## src/hw/rtl/sblr_ram.sv

```systemverilog
`default_nettype none
module sblr_ram #(
	parameter int WIDTH = 32,
	parameter int DEPTH = 127
) (
	input wire logic clk,
	input wire logic we,
	input wire logic [$clog2(DEPTH)-1:0] waddr,
	input wire logic [WIDTH-1:0] wdata,
	input wire logic re,
	input wire logic [$clog2(DEPTH)-1:0] raddr,
	output logic [WIDTH-1:0] rdata
);
	logic [WIDTH-1:0] mem_q [DEPTH];

	always_ff @(posedge clk) begin
		if (we)
			mem_q[waddr] <= wdata;
		if (re)
			rdata <= mem_q[raddr];
	end
endmodule
`default_nettype wire

```

## config.mk

```make
export PLATFORM = sky130hd
export DESIGN_NAME = sblr_ram
export DESIGN_NICKNAME = d
export VERILOG_FILES = /design/src/hw/rtl/sblr_ram.sv
export SDC_FILE = /design/constraint.sdc
export NUM_CORES = 2
export LEC_CHECK = 0
export BUFFER_PORTS_ARGS = -buffer_cell sky130_fd_sc_hd__buf_2
export CORE_MARGIN = 3
export CORE_UTILIZATION = 30
export DETAILED_ROUTE_END_ITERATION = 8
export GPL_TIMING_DRIVEN = 0
export HOLD_SLACK_MARGIN = 0.03
export PLACE_DENSITY = 0.42
export SYNTH_ARGS = -nofsm -noshare
export SYNTH_HDL_FRONTEND = slang
export SYNTH_SLANG_ARGS = --single-unit
```

## constraint.sdc

```tcl
create_clock -name clk -period 4 [get_ports clk]
set_input_delay 0.6 -clock clk [delete_from_list [all_inputs] [get_ports clk]]
set_output_delay 0.6 -clock clk [all_outputs]
set_load 0.005 [all_outputs]
```

# After elaboration in Yosys (flattened, before gate mapping)
# Memories as Yosys holds them, arrays and structs flattened. A register that Yosys moved wholly into a read port is not among the register bits.
# Cells that the tools add are included.
# op_classes
shifts	0
mul	0
n_eq_ne	0
n_reduce_logical	0
n_bitwise	0
n_div	0
n_mux	2
add_sub_neg	0
n_lt_le_gt_ge	0
# op_table
op	n
$mux W1	2
# totals
memories	1
output_inout_bits	32
regBits	0
rom_bits	0
latch_bits	0
ramBits	4064
input_bits	49
word_cells	3
# memory_table
name	words	word_bits	read_ports	rd_clocked_by_memory_dff	write_ports	line_no	source
mem_q	127	32	1	1	1	14	logic [WIDTH-1:0] mem_q [DEPTH];

# Depth between registers and ports, before layout
# logic_depth
word_depth	2
mapped_depth	12
mapped_depth_nobuf	6

# Worst setup path after synthesis
# Ideal clock, no wire load.
# synth_timing
path_kind	input port to flip-flop
from	input port we
to	memory mem_q[100][0], enable pin
stages	3
setup_slack_ns	0.162
path_buffers	1
required_time_ns	3.539
arrival_time_ns	3.377
setup_time_ns	0.461
path_cell_list	clkbuf_1 nand4_1 nor3_1
# synth_between
elab_chain_cells	2
# synth_lines
element	line_no	source
start: declaration	7	input wire logic we,
$mux W1	17	if (we)
$mux W1 (implied by the code)	18	mem_q[waddr] <= wdata;
end: declaration	14	
# No other way between the ends.

==> impl_metrics.csv <==
group,metric,value,unit
outcome,status,"finished, violations left",
outcome,violations,"capacitance limit, setup timing",
critical_path,crit_arrival,4.97,ns
clock_tree,cts_max_path_buffers,4,
grt,grt_usage,0.193,
critical_path,cp_slowest_cell,"clkbuf_1",
clock_tree,clkTransAtPathRegs,0.06,ns
synthesis,synthTopCellsByArea,"edfxtp_1 79%, mux4_2 16%, mux2i_1 1.8%, a22oi_1 0.61%, buf_2 0.42%",
die,start_util,0.302,
synthesis,synth_commonest_cells,"4096 x edfxtp_1, 1080 x mux4_2, 279 x mux2i_1",
placed_design,gp_congestion,0.841,
placed_design,pre_cts_ws,-2.27,ns
power_and_ir_drop,vdd_drop_max,357,uV
critical_path,slowest_delay,0.93,ns
power_and_ir_drop,total_leakage_power,57.0,nW
finish,multi_input_area,32700,um2
die,dieWidth,728,um
synthesis,synth.most_common_cell,"edfxtp_1",
grt,grt_max_degree,96,
run,maxCapViolCount,1,
grt,grt_overflow_total,0,
synthesis,ys_seq_area_frac,0.787,
die,dieArea,530000,um2
placed_design,dp_cells,13800,
finish,seqCellArea,123000,um2
critical_path,end_kind,"flip-flop",
synthesis,synth_edf_count,4096,
sta,fin_ws,-0.275,ns
critical_path,reg2regPathDepth,6,
critical_path,rr_startpoint,"mem_q[23][23]",
synthesis,async_flop_share,0,
critical_path,crit_type,"primary input to flip-flop",
power_and_ir_drop,p_per_area,501,nW/um2
synthesis,synthFlopType,"edfxtp_1",
critical_path,crit_path_cell_trace,"buf_4, buf_6, buf_2, clkbuf_1, mux4_2, mux2i_1, o22ai_1, a311oi_1, nand2_1, and3_1",
sta,setup_viol,13,
die,rows,264,
critical_path,crit_path_start_kind,"primary input",
power_and_ir_drop,total_power,0.0931,W
placed_design,io_buffers,72,
finish,drive_above_1_share,0.313,
finish,final_cells,14600,
sta,skew,0.0788,ns
critical_path,worstReg2RegEnd,"rdata[23]",
synthesis,synth_top_cell_area_share,0.787,
drt,first_iter_violations,8882,
drt,viasPerCell,5.15,
sta,finalHoldViolations,0,
finish,nNetsFinal,7371,
finish,nFillCells,47600,
drt,wl,519000,um
grt,grt_antenna_before_repair,82,
drt,wl_per_cell,35.4,um
critical_path,cp.required,4.70,ns
critical_path,crit_end,"rdata[23]",
die,io_pins,81,
drt,ant_nets,0,
synthesis,synth_area_leader_cell,"edfxtp_1",
synthesis,syn_nets,6601,
synthesis,ys_ff_latch,4096,
finish,area_growth,18.8,%
sta,fmax,0.234,GHz
critical_path,crit_path_start,"raddr[2]",
sta,slew_headroom,0.0186,
clock_tree,insertion_delay,1.04,ns
synthesis,synth_cell_types,41,
clock_tree,clock_sinks,4096,
hold_path,hp-class,"primary input to flip-flop",
synthesis,syn_inst,6552,
clock_tree,cts-buffers-inserted,444,
clock_tree,cts-root-buf,"clkbuf_16",
drt,drc_errors,0,
synthesis,yosys_warnings,0,
die,die_h,728,um
synthesis,synth_area,156000,um2
critical_path,r2r_slack,0.48,ns
grt,grt_pass1_wl,693000,um
sta,period_minus_slack,4.27,ns
finish,finish.utilization,0.359,
clock_tree,cts_max_level,5,
sta,slew_violations,0,
synthesis,postSynthAreaPerCell,23.8,um2
clock_tree,cts_tree,"built",
sta,holdWs,0.119,ns
sta,tightestPinTransition,1.44,ns
hold_path,holdPathStages,1,
die,core,518000,um2
grt,grt_pass1_vias,76400,
placed_design,place_hpwl,358000,um
sta,fin_crit_sh,1.07,
critical_path,cp_max_fo,10,
drt,vias,75400,
drt,first_pass_iters,5,
report_power, final:
| part | switching, W | leakage (nW) | internal (W) |
|---|---|---|---|
| Combinational | 0.00360 | 13.2 | 0.00171 |
| Sequential | 0.0000558 | 36.8 | 0.0474 |
| Clock | 0.0174 | 6.92 | 0.0229 |
| Total | 0.0211 | 57.0 | 0.0720 |
registers in the layout, summed over array words and instances, names as in the netlist:
signal and cells:
rdata 32, mem_q 4064
area by class of cell:
cell class | count | area share
Sequential cell | 4096 | 0.662
Multi-Input combinational cell | 2083 | 0.176
Clock buffer | 537 | 0.0618
Tap cell | 6916 | 0.0466
Timing Repair Buffer | 327 | 0.0280
Clock inverter | 282 | 0.0144
Buffer | 369 | 0.0104
Antenna cell | 30 | 0.000404
Inverter | 1 | 0.0000202
placed cells by master, fill, tap and decap left out, types with 30 or more instances in the layout:
| cell | n |
|---|---|
| buf_1 | 34 |
| a21oi_1 | 56 |
| o21ai_0 | 36 |
| buf_2 | 164 |
| clkbuf_16 | 445 |
| o22ai_1 | 48 |
| edfxtp_1 | 4096 |
| mux4_2 | 1080 |
| buf_16 | 53 |
| buf_6 | 80 |
| buf_4 | 72 |
| bufinv_16 | 37 |
| nor2b_1 | 40 |
| nand2_1 | 78 |
| mux2i_1 | 279 |
| diode_2 | 30 |
| clkinv_1 | 112 |
| clkbuf_1 | 204 |
| a22oi_1 | 125 |
| clkinv_2 | 92 |
| buf_12 | 109 |
| nor2_4 | 118 |
cell families (layout without fill, tap and decap cells):
group,Yosys count,count (layout),synth area share
AO/OA/AOI/OAI,421,421,0.0188
buffers and inverters,373,1516,0.0118
flip-flops,4096,4096,0.787
multiplexers,1361,1361,0.174
other,0,30,0
AND/OR/NAND/NOR,301,301,0.00852
critical path: cells and delay by family:
| kind | cells | cell delay, ns |
|---|---|---|
| buf+inv | 4 | 1.77 |
| mux | 2 | 0.58 |
| simple gates | 2 | 0.90 |
| compound gates | 2 | 1.06 |
through the flow:
stage | instance area [um2] | TNS (ns)
6_report | 186000 | -0.803
3_3_place_gp | 165000 | -7776.04
5_1_grt | 186000 | -0.000821
2_1_floorplan | 156000 | 0
3_5_place_dp | 171000 | -51.06
4_1_cts | 186000 | 0
metal layers:
metal,wire [um],up-vias,GRT usage
li1,-,30000,-
met1,219000,42100,0.264
met2,248000,2652,0.313
met3,36900,617,0.0402
met4,14400,36,0.0504
met5,210,-,0
timing repair:
action | CTS | global route
hold endpoints to repair | 411 | 0
buffers inserted | 0 | 0
endpoints found under the setup margin | 30 | 6
pin swaps | 0 | 1
resized for setup | 53 | 7
hold buffers | 22 | 0
how the worst min path moves through the flow:
stage,end,startpoint,slack [ns]
floorplan,mem_q[0][0],wdata[0],0.70
detailed placement,rdata[8],rdata[8],1.0
global placement,rdata[13],rdata[13],1.00
global route,mem_q[93][18],wdata[18],0.1
CTS,mem_q[93][18],wdata[18],0.03
finish,mem_q[93][18],wdata[18],0.12
No activity file was read; power rests on OpenSTA's default activity.
