`config.mk`:
```
export PLATFORM = sky130hd
export DESIGN_NAME = sblr_cfg
export DESIGN_NICKNAME = d
export VERILOG_FILES = /design/src/hw/rtl/sblr_pkg.sv /design/src/hw/rtl/sblr_cfg.sv
export SDC_FILE = /design/constraint.sdc
export NUM_CORES = 1
export LEC_CHECK = 0
export ABC_AREA = 0
export BUFFER_PORTS_ARGS = -buffer_cell sky130_fd_sc_hd__buf_4
export CORE_ASPECT_RATIO = 0.8
export CORE_MARGIN = 2
export CORE_UTILIZATION = 44
export CTS_BUF_LIST = sky130_fd_sc_hd__clkbuf_16
export DETAILED_ROUTE_END_ITERATION = 8
export PLACE_DENSITY = 0.84
export SYNTH_ARGS = -nofsm -noshare
export SYNTH_HDL_FRONTEND = slang
export SYNTH_SLANG_ARGS = --single-unit
```
`constraint.sdc`:
```
create_clock -name clk -period 3.4 [get_ports clk]
set_input_delay 0.51 -clock clk [delete_from_list [all_inputs] [get_ports clk]]
set_output_delay 0.51 -clock clk [all_outputs]
set_load 0.005 [all_outputs]
```
`src/hw/rtl/sblr_pkg.sv`:
```
`default_nettype none
package sblr_pkg;

	localparam int RADIUS_LIMIT_DEF = 63;
	localparam int RAD_W = 6;
	localparam int SUM_W = 20;
	localparam int MULT_W = 11;
	localparam int SHIFT_W = 5;
	localparam int PROD_W = SUM_W + MULT_W;
	localparam int ADDR_W = 3;
	localparam int DATA_W = 32;
	localparam int RAD_ENTRIES = 1 << RAD_W;

	localparam logic [ADDR_W-1:0] REG_RADIUS = 3'd0;
	localparam logic [ADDR_W-1:0] REG_FILL = 3'd4;

	typedef logic [SHIFT_W-1:0] shift_rom_t [RAD_ENTRIES];
	typedef logic [MULT_W-1:0] mult_rom_t [RAD_ENTRIES];

	typedef struct packed {
		logic [RAD_W-1:0] radius;
		logic [23:0] fill;
	} cfg_t;

	typedef enum logic [3:0] {
		ST_IDLE,
		ST_PREFILL,
		ST_PUSH,
		ST_SUM,
		ST_TAIL,
		ST_MUL,
		ST_SHF,
		ST_OUT,
		ST_NEXT,
		ST_PASS
	} state_t;

	function automatic int calc_shift(int r);
		int d;
		int v;
		int s;
		d = (r + 1) * (r + 1);
		v = 256 * (d + 1);
		s = 0;
		while (s < 31 && (1 << s) < v)
			s++;
		return s;
	endfunction

	// ceil(2^s/d) by restoring long division
	function automatic int calc_mult(int r);
		int d;
		int n;
		int q;
		int rem;
		d = (r + 1) * (r + 1);
		n = (1 << calc_shift(r)) + d - 1;
		q = 0;
		rem = 0;
		for (int b = 30; b >= 0; b--) begin
			rem = (rem << 1) | ((n >> b) & 1);
			q = q << 1;
			if (rem >= d) begin
				rem = rem - d;
				q = q | 1;
			end
		end
		return q;
	endfunction

	function automatic shift_rom_t build_shift();
		shift_rom_t t;
		for (int r = 0; r < RAD_ENTRIES; r++)
			t[r] = SHIFT_W'(calc_shift(r));
		return t;
	endfunction

	function automatic mult_rom_t build_mult();
		mult_rom_t t;
		for (int r = 0; r < RAD_ENTRIES; r++)
			t[r] = MULT_W'(calc_mult(r));
		return t;
	endfunction

	localparam shift_rom_t SHIFT_ROM = build_shift();
	localparam mult_rom_t MULT_ROM = build_mult();

endpackage
`default_nettype wire

```
`src/hw/rtl/sblr_cfg.sv`:
```
`default_nettype none
module sblr_cfg (
	input wire logic clk,
	input wire logic arst_n,
	input wire logic psel,
	input wire logic penable,
	input wire logic pwrite,
	input wire logic [sblr_pkg::ADDR_W-1:0] paddr,
	input wire logic [sblr_pkg::DATA_W-1:0] pwdata,
	output logic [sblr_pkg::DATA_W-1:0] prdata,
	output logic pready,
	output sblr_pkg::cfg_t cfg
);
	import sblr_pkg::*;

	cfg_t cfg_q;
	logic wr;

	assign wr = psel && penable && pwrite;
	assign pready = 1'b1;
	assign cfg = cfg_q;

	always_ff @(posedge clk or negedge arst_n) begin
		if (!arst_n) begin
			cfg_q.radius <= RAD_W'(1);
			cfg_q.fill <= '0;
		end else if (wr) begin
			case (paddr)
				REG_RADIUS: cfg_q.radius <= pwdata[RAD_W-1:0];
				REG_FILL: cfg_q.fill <= pwdata[23:0];
				default: ;
			endcase
		end
	end

	always_comb begin
		case (paddr)
			REG_RADIUS: prdata = DATA_W'(cfg_q.radius);
			REG_FILL: prdata = DATA_W'(cfg_q.fill);
			default: prdata = '0;
		endcase
	end
endmodule
`default_nettype wire

```
# --- Word-level counts from Yosys, hierarchy flattened ---
# Index checks and enable logic that the tools add are counted.
totals:
  register_bits: 30
  in_bits: 40
  wordCells: 9
op_classes:
  eq_ne: 1
  muxes: 1
  n_reduce_logical: 5
op_table:
  columns: ["op", "count"]
  rows:
  - ["24-bit one-hot mux with 2 select lines", 1]
  - ["2-bit AND reduction", 2]
  - ["3-bit == test (second input constant)", 1]
  - ["3-bit logical NOT", 1]
  - ["1-bit logical AND", 2]

# --- Longest topological paths before layout ---
# Gate-level depths: netlist (run 1).
depth:
  word_depth: 3
  depth_mapped: 5
  ltp_nobuf: 3

# --- Least setup slack after synthesis (run 1) ---
# No wires, ideal clock.
synth_path:
  path_type: "input to output"
  startpoint: "in paddr[1] in the netlist's numbering"
  endpoint: "out prdata[10] in the netlist's numbering"
  arrival_time_ns: 1.368
  slack_ns: 1.522
  cell_stages: 5
  path_buffers: 2
  cell_sequence: "or2_2 buf_2 nor2_4 clkbuf_2 and2_1"
synth_between:
  elab_chain_len: 2
synth_lines:
  columns: ["item", "line_no", "source"]
  rows:
  - ["from (decl)", "sblr_cfg.sv:8", "input wire logic [sblr_pkg::ADDR_W-1:0] paddr,"]
  - ["3-bit == test / 3-bit logical NOT (equally long branches)", "sblr_cfg.sv:37", "case (paddr)"]
  - ["24-bit one-hot mux with 2 select lines (*)", "sblr_cfg.sv:37", null]
  - ["to (decl)", "sblr_cfg.sv:10", "output logic [sblr_pkg::DATA_W-1:0] prdata,"]
# Mark *: on every way between the ends. The rest lies on a longest branch, timed or not.

# --- Final worst setup path (run 1) ---
layout_path:
  startpoint: "in paddr[1] in the netlist's numbering"
  endpoint: "out prdata[9] in the netlist's numbering"
# The elaborated chain is that of the path after synthesis.

==> results of run 1 <==
## metal layers
layer / vias to the layer above / wire length [um] / global-route usage (%)
met3: 6 / 283 / 7.90
met4: 0 / 46 / 4.76
met5: - / 0 / 0
met2: 52 / 1950 / 35.3
li1: 530 / - / -
met1: 562 / 1310 / 20.8
## cell usage after synthesis, drive strengths merged
master and instances:
mux2 30, conb 2, inv 1, dfstp 1
and2 18, clkbuf 1, nor2 7, nand4b 1
dfrtp 29, or2 1, nor3 1, buf 14
or3 1, mux2i 6
## stage by stage
stage	total power, mW	util (%)	instances	hold slack [ns]	setup WS (ns)
after CTS	1.18	70.7	239	0.178	1.22
after detailed placement	0.777	66.4	231	0.461	1.21
final	1.17	70.7	239	0.162	1.25
after global placement	0.757	66.4	231	0.452	1.23
after global routing	1.23	70.7	239	0.191	1.17
after floorplan	0.594	-	120	0.214	1.52
## cell type report
| class | count | share of cell area (%) |
|---|---|---|
| well taps | 40 | 2.23 |
| repair buffers | 86 | 28.8 |
| clock buffers | 5 | 5.57 |
| multi-input cells | 74 | 29.1 |
| clock inverters | 3 | 0.557 |
| flip-flops and latches | 30 | 33.5 |
| inverters | 1 | 0.279 |
## report_power, final
part           total (mW)  internal (mW)  switching [mW]  leakage (nW)
clock network       0.401          0.263           0.138        0.0724
logic               0.283          0.189          0.0933         0.754
registers           0.483          0.430          0.0534         0.381
total                1.17          0.882           0.285          1.21
## placed cells by master, fill, tap and decap left out, drive strengths merged
cell,instances
buf,86
mux2,30
dfrtp,29
and2,18
conb,9
nor2,7
mux2i,6
clkbuf,5
inv,2
clkinv,2
or2,1
nand4b,1
nor3,1
or3,1
dfstp,1
## worst min-delay path by stage
stage          cells after the start   start       to
2_1_floorplan                      0  arst_n   cfg[0]
3_3_place_gp                       1  arst_n  cfg[12]
3_5_place_dp                       1  arst_n  cfg[20]
4_1_cts                            1  arst_n   cfg[6]
5_1_grt                            1  arst_n  cfg[20]
6_report                           1  arst_n  cfg[20]
## cells by family (layout without fill, tap and decap cells)
logic type | count (synthesis) | count (layout) | share of synthesized area [%]
flip-flops | 30 | 30 | 49.9
AND/OR/NAND/NOR | 29 | 29 | 13.2
other | 2 | 9 | 0.498
multiplexers | 36 | 36 | 27.9
buffers and inverters | 16 | 95 | 8.55
==> metrics.md, run 1 <==
| Metric | Value |
|---|---|
| Post-CTS Setup Inserts | `0` |
| CTS Buf Count | `5` |
| Max Fanout on Critical Path | `18` |
| # resized after CTS | `0` |
| H-tree depth | `2` |
| Max Clk Rate | `0.464 GHz` |
| Nets | `238` |
| Row count | `18` |
| Worst r2r path cells | `1` |
| Post-DP Area | `0.00211 mm^2` |
| Worst path cell trace | `buf_4 -> or2_2 -> nor2_4 -> and2_1 -> buf_4` |
| CP startpoint | `paddr[1]` |
| Max_slew headroom | `between 50% and 60%` |
| # fillers | `248` |
| First-pass DRT Iterations | `4` |
| Synth cell types | `18` |
| WL per Instance | `about 15 um` |
| Routability Congestion | `around 0.74` |
| FF/Latch Area | `752 um^2` |
| Buffers added on ports | `85` |
| Initial drt markers | `22` |
| CP Depth | `5` |
| Slew Viols, Final | `0` |
| Crit path DAT | `1.64 ns` |
| CTS Sinks | `30` |
| Initial core utilization | `47.5%` |
| Final Skew | `0 ns` |
| Vias | `between 1000 and 1500` |
| Hold WC Path Type | `input port to asynchronous set/reset pin` |
| Critical path required time | `2.89 ns` |
| Pin count of the biggest net entering global routing | `31` |
| Aggregate global routing overflow | `0` |
| Antenna Nets Post-Route | `0` |
| Measured slew at the worst slew-check pin | `roughly 0.71 ns` |
| Slowest CP cell | `or2_2` |
| Final WL | `3.59 mm` |
| Vias/cell | `around 4.8` |
| Area Overhead vs Synth | `48.9%` |
| PD cells | `520 mW/mm^2` |
| DRC Markers | `0` |
| Root buffer cell | `clkbuf_16` |
| Die ar. | `0.00391 mm^2` |
| Worst R2R End | `cfg[27]` |
| CP Capture Type | `output pin` |
| Core ar. | `0.00318 mm^2` |
| Clk_lat worst skew | `0.26 ns` |
| Avg Cell Area, Syn | `approximately 13 um^2` |
| Clk pin slew, worst setup/hold paths | `approximately 0.050 ns` |
| # diodes | `0` |
| DP HPWL | `approximately 2.8 mm` |
| Cells after synthesis | `113` |
| Synth area leader | `dfrtp_1` |
| Critical path capture point | `prdata[9]` |
| First-pass GRT wire length | `5.80 mm` |
| Worst flop-to-flop path startpoint | `cfg[27]` |
| Flop and latch count out of synthesis | `30` |
| Multi-input gate area | `between 600 and 700 um^2` |
| Worst Path Buf+Inv | `2` |
| Fin crit share | `63.4%` |
| Initial antenna violation count | `0` |
| Unrepaired setup endpoints after global routing | `false` |
| Crit path kind | `input port to output pin` |
| Die H | `56.4 um` |
| Clk buf depth | `2` |
| Vias in the first global route | `1195` |
| Run status | `complete, no violations` |
| Critical Path Max Stage Delay | `0.39 ns` |
| Total GRT Usage | `19.3%` |
| Top-area cell type share of the netlist area | `48.1%` |
| CTS tree | `yes` |
| Die Span X | `69.4 um` |
| Max-cap violations | `0` |
| Area contributors post-synth | `dfrtp_1 (48%), mux2_2 (18%), and2_1 (7.5%), mux2_4 (6.0%), buf_4 (4.5%)` |
| Crit path launch type | `input port` |
| Post-layout minimum cycle time | `2.15 ns` |
| Setup Viol. Count Final | `0` |
| Most numerous cell on the critical path | `buf_4` |
| Hold_buf cts | `0` |
| VDD IR max | `387 uV` |
| Layout cells sized above 1 | `64.3%` |
| Fin. Hold Viols | `0` |
| FF-to-FF setup slack | `about 2.6 ns` |
| Leak | `1.21 nW` |
| Max reg flops | `30` |
| Final instance area | `0.00224 mm^2` |
| Boundary Pins | `103` |
| Cell area after synthesis | `0.00151 mm^2` |
| Seq/Total Area, Yosys | `49.9%` |
| Synth Warn # | `0` |
| Largest delay share family, worst path | `simple AND/OR/NAND/NOR gates` |
| Setup TNS | `0 ns` |
(Power assumes the default switching activity.)
==> run 2: changes to the inputs <==
Settings changed: ABC_AREA 0 to 1, CORE_UTILIZATION 44 to 39, PLACE_DENSITY 0.84 to 0.76.
Clock period 3.4 ns to 1.8 ns, I/O delays scaled along.
==> metrics.md, run 2 <==
| Metric | Value |
|---|---|
| Top-area cell type share of the netlist area | `42.3%` |
| DRC Markers | `0` |
| Avg Cell Area, Syn | `7.94 um^2` |
| Initial core utilization | `40.8%` |
| Die H | `63.3 um` |
| Fin. Hold Viols | `0` |
| Area contributors post-synth | `dfrtp_1 (42%), o21bai_1 (13%), nand3_1 (8.8%), nand2_1 (8.1%), inv_1 (7.0%)` |
| Die ar. | `between 0.004 and 0.005 mm^2` |
| Synth cell types | `18` |
| Row count | `21` |
| FF-to-FF setup slack | `0.97 ns` |
| PD cells | `1040 mW/mm^2` |
| Total Power | `roughly 2.6 mW` |
| Crit path DAT | `1.19 ns` |
| Clk_lat worst skew | `0.27 ns` |
| # resized after CTS | `0` |
| Multi-input gate area | `689 um^2` |
| WL per Instance | `between 10 and 15 um` |
| Post-Layout Cell Count | `355` |
| Post-synthesis adder-cell area fraction | `0%` |
| CTS tree | `yes` |
| Most common cell after layout, fill and taps aside | `buf_4` |
| H-tree depth | `2` |
| Clk pin slew, worst setup/hold paths | `roughly 0.05 ns` |
| VDD IR max | `597 uV` |
| Max Fanout on Critical Path | `12` |
| CP startpoint | `paddr[1]` |
| Most common cell in the netlist | `nand2_1` |
| # fillers | `slightly above 400` |
| CP Capture Type | `output pin` |
| Total GRT Usage | `18.1%` |
| Leak | `1.34 nW` |
| Post-synth top flop | `dfrtp_1` |
| Slew Viols, Final | `0` |
| CTS Sinks | `30` |
| Critical path required time | `1.53 ns` |
| Boundary Pins | `103` |
| Max reg flops | `30` |
| Cell area after synthesis | `0.00172 mm^2` |
| Cells after synthesis | `about 220` |
| Post-Synth Simple-Gate Area | `about a quarter` |
| Root buffer cell | `clkbuf_16` |
| Final Skew | `0 ns` |
| Synth Warn # | `0` |
| Seq/Total Area, Yosys | `43.8%` |
| Nets | `337` |
| Worst flop-to-flop path startpoint | `cfg[24]` |
| Most frequent cells in the layout | `buf_4 (88), nand2_1 (37), inv_1 (32)` |
| Post-synthesis mux area share | `0%` |
| Max-cap violations | `0` |
| Routability Congestion | `about 0.77` |
| Post-layout minimum cycle time | `1.46 ns` |
| Hold_ws | `0.225 ns` |
| Crit path kind | `input port to output pin` |
| Pin count of the biggest net entering global routing | `33` |
| Hold wc startpoint | `pwdata[10]` |
| Antenna Nets Post-Route | `0` |
| Synth area leader | `dfrtp_1` |
| Dpl cells | `about 350` |
| First-pass GRT wire length | `6.94 mm` |
| Setup Viol. Count Final | `0` |
| DP HPWL | `3.01 mm` |
| Vias in the first global route | `1459` |
| Aggregate global routing overflow | `0` |
| Synth cell count leaders | `nand2_1 (37), inv_1 (32), nand3_1 (30), o21bai_1 (30), dfrtp_1 (29)` |
| Crit path launch type | `input port` |
| Ys async rst share | `100%` |
| Fin crit share | `around four fifths` |
| Setup TNS | `0 ns` |
| Hold WC Path Type | `input port to flip-flop` |
| Synth Area in XOR/XNOR | `0%` |
| First-pass DRT Iterations | `4` |
| CTS Buf Count | `5` |
| FF/Latch Area | `between 700 and 800 um^2` |
| Max Clk Rate | `approximately 0.68 GHz` |
| # diodes | `0` |
| Final WL | `between 4 and 5 mm` |
| Vias | `around 1600` |
| Clk buf depth | `2` |
| Measured slew at the worst slew-check pin | `around 0.54 ns` |
| Buffers added on ports | `85` |
| Area Overhead vs Synth | `45.5%` |
| Max_slew headroom | `64.2%` |
| Vias/cell | `roughly 4.6` |
| Synth Area in Compound Gates | `~15%` |
| Initial antenna violation count | `0` |
| Flop and latch count out of synthesis | `30` |
| Hold_buf cts | `1` |
| Main combinational cell family by area after synthesis | `simple AND/OR/NAND/NOR gates` |
| Unrepaired setup endpoints after global routing | `false` |
| Initial drt markers | `between 100 and 150` |
| EDFF count, synth | `0` |
| Core ar. | `0.00420 mm^2` |
| Die Span X | `78.2 um` |
| Run status | `complete, no violations` |
| Post-CTS Setup Inserts | `0` |
| Layout cells sized above 1 | `35.2%` |
-- run 2: changes by cell type after synthesis, moves of 6 or more --
cell / change
nand3_1: +30
and2_1: -18
mux2_4: -6
nor2_1: +13
o21bai_1: +30
o21ai_0: +6
mux2i_1: -6
inv_1: +32
mux2_2: -24
nand2_1: +37
-- run 2: worst paths after layout --
kind	to	cells past startpoint
max	prdata[1]	5
min	cfg[10]	3
max reg2reg	cfg[24]	3
min reg2reg	cfg[24]	3
max in group asynchronous	cfg[24]	2
min in group asynchronous	cfg[16]	2
-- run 2: metrics by stage --
stage / util (%) / instance area (um^2) / setup WS [ns]
finish: 59.4 / 2500 / 0.336
floorplan: - / 1740 / 0.728
global placement: 55.2 / 2320 / 0.362
global route: 59.4 / 2500 / 0.274
CTS: 59.4 / 2500 / 0.353
detailed placement: 55.2 / 2320 / 0.353
-- run 2: final cells by class --
class	count	area share [%]
clock buffer	5	5.01
multi-input combinational	136	27.6
clock inverter	3	1.60
sequential	30	30.1
tap	57	2.86
timing repair buffer	90	27.7
inverter	34	5.11
-- run 2: metal layers --
layer  share of wire [%]  GRT usage [%]
met1                  42           22.1
met4                 1.6           6.58
met2                  50           30.9
met3                 6.4           4.58
met5                   0              0
-- run 2: worst max-delay path, cell delays in order --
cell	delay, ns
buf_4	0.12
nor2_2	0.13
nand2_1	0.24
o21ai_0	0.29
buf_4	0.15
-- run 2: cells by family after synthesis --
family	after synthesis
flops	30
simple gates	91
other cells	2
compound gates	36
buf+inv	57
-- run 2: report_power, final --
group / switching, mW / leakage (nW) / internal (mW)
registers: 0.0978 / 0.338 / 0.840
clock network: 0.285 / 0.0836 / 0.646
logic: 0.314 / 0.917 / 0.419
total: 0.697 / 1.34 / 1.90
==> run 3: changes to the inputs <==
Settings changed: CORE_UTILIZATION 39 to 43, PLACE_DENSITY 0.76 to 0.8.
Clock period 1.8 ns to 1.4 ns, I/O delays scaled along.
==> metrics.md, run 3 (synthesis results as in run 2) <==
| Metric | Value |
|---|---|
| Run status | `complete, no violations` |
| Row count | `20` |
| Final WL | `around 4.5 mm` |
| Largest delay share family, worst path | `flip-flops` |
| Die Span X | `74.6 um` |
| Clk_lat worst skew | `between 0.2 and 0.3 ns` |
| Post-DP Area | `roughly 0.0023 mm^2` |
| Leak | `1.34 nW` |
| WL per Instance | `12.6 um` |
| # fillers | `~360` |
| First-pass DRT Iterations | `4` |
| Core ar. | `0.00380 mm^2` |
| Max-cap violations | `0` |
| Crit path kind | `flip-flop to output pin` |
| Boundary Pins | `around 100` |
| Crit path DAT | `1.13 ns` |
| Worst path cell trace | `inv_1 -> o21ai_0 -> buf_4` |
| Max Fanout on Critical Path | `2` |
| Hold_ws | `approximately 0.16 ns` |
| Pin count of the biggest net entering global routing | `31` |
| CTS Sinks | `30` |
| Setup Viol. Count Final | `0` |
| Nets | `340` |
| Most common cell after layout, fill and taps aside | `buf_4` |
| Setup TNS | `0 ns` |
| GRT met3 Usage | `4.65%` |
| Total Power | `3.16 mW` |
| CTS Buf Count | `5` |
| Area Overhead vs Synth | `44.5%` |
| Die ar. | `0.00451 mm^2` |
| Antenna Nets Post-Route | `0` |
| Buffers added on ports | `85` |
| Measured slew at the worst slew-check pin | `0.519 ns` |
| Most frequent cells in the layout | `buf_4 (92), nand2_1 (36), inv_1 (33)` |
| Fin. Hold Viols | `0` |
| Initial drt markers | `101` |
| Multi-input gate area | `692 um^2` |
| Vias/cell | `~4.6` |
| Final instance area | `around 0.0025 mm^2` |
| Final Skew | `0 ns` |
| Total GRT Usage | `20.7%` |
| Vias | `1651` |
| Root buffer cell | `clkbuf_16` |
| Max_slew headroom | `about two thirds` |
| Hold WC Path Type | `input port to flip-flop` |
| Slew Viols, Final | `0` |
| Place WS | `0.0820 ns` |
| Post-layout minimum cycle time | `around 1.3 ns` |
| # diodes | `0` |
| Aggregate global routing overflow | `0` |
| VDD IR max | `~680 uV` |
| CTS tree | `yes` |
| Clk buf depth | `2` |
| Initial core utilization | `45.1%` |
| Crit path launch type | `flip-flop` |
| Max Clk Rate | `about 0.75 GHz` |
| Slowest CP cell | `dfstp_2` |
| Critical path required time | `between 1 and 1.5 ns` |
| Layout cells sized above 1 | `35.5%` |
| Critical Path Max Stage Delay | `approximately 0.52 ns` |
| Max reg flops | `30` |
| Met2 global-route usage | `a little under a third` |
| Fin worst setup slack | `0.0642 ns` |
| DP HPWL | `3.18 mm` |
| Fin crit share | `95.4%` |
| CP Capture Type | `output pin` |
| Worst Path Buf+Inv | `2` |
| PD cells | `~1300 mW/mm^2` |
| Vias in the first global route | `1485` |
| Most Crowded Layer GR | `met2` |
| Die H | `60.5 um` |
| Initial antenna violation count | `0` |
| DRC Markers | `0` |
| Unrepaired setup endpoints after global routing | `false` |
| Routability Congestion | `0.779` |
| H-tree depth | `2` |
| Clk pin slew, worst setup/hold paths | `0.05 ns` |
| Global-route met1 utilization | `28.6%` |
| FF/Latch Area | `752 um^2` |
| First-pass GRT wire length | `just under 7 mm` |
-- run 3: worst reg2reg max path, stage by stage (launching register included) --
cell and delay [ns]:
dfstp_2 0.52, inv_1 0.04, o21bai_1 0.14, nand2_1 0.06
-- run 3: final timing paths --
check | startpoint | endpoint | slack, ns | depth (start not counted)
worst min register to register | cfg[24] | cfg[24] | 0.57 | 3
worst max register to register | cfg[24] | cfg[24] | 0.58 | 3
min in group asynchronous | arst_n | cfg[29] | 0.43 | 2
max in group asynchronous | arst_n | cfg[24] | 0.66 | 2
worst max-delay path | cfg[24] | prdata[0] | 0.06 | 3
worst min-delay path | pwdata[14] | cfg[14] | 0.16 | 3
-- run 3: cell type report --
class                   count  share of cell area, %
repair buffers             93                   28.3
multi-input cells         136                   27.9
inverters                  34                   5.15
clock buffers               5                   5.05
clock inverters             3                  0.505
flip-flops and latches     30                   30.3
well taps                  55                   2.78
-- run 3: repair_timing --
| item | CTS | global route |
|---|---|---|
| endpoints found under the setup margin | 0 | 2 |
| hold buffers | 1 | 0 |
| buffers inserted | 0 | 1 |
| hold endpoints to repair | 29 | 0 |
| gates resized for setup | 0 | 1 |
-- run 3: routing by layer --
layer | routed length (um) | vias to the layer above
met5 | 0 | -
met4 | 67 | 0
met3 | 297 | 7
met2 | 2130 | 57
met1 | 1980 | 765
li1 | - | 822
-- run 3: metrics by stage --
step / std cells / util [%]
after floorplan: 223 / -
after global placement: 346 / 61.0
after detailed placement: 346 / 61.0
after CTS: 355 / 64.9
after global routing: 356 / 65.2
final: 356 / 65.2
-- run 3: report_power, final --
part	switching, mW	total, mW	internal [mW]
combinational	0.411	0.952	0.541
sequential	0.127	1.21	1.08
clock	0.358	0.997	0.640
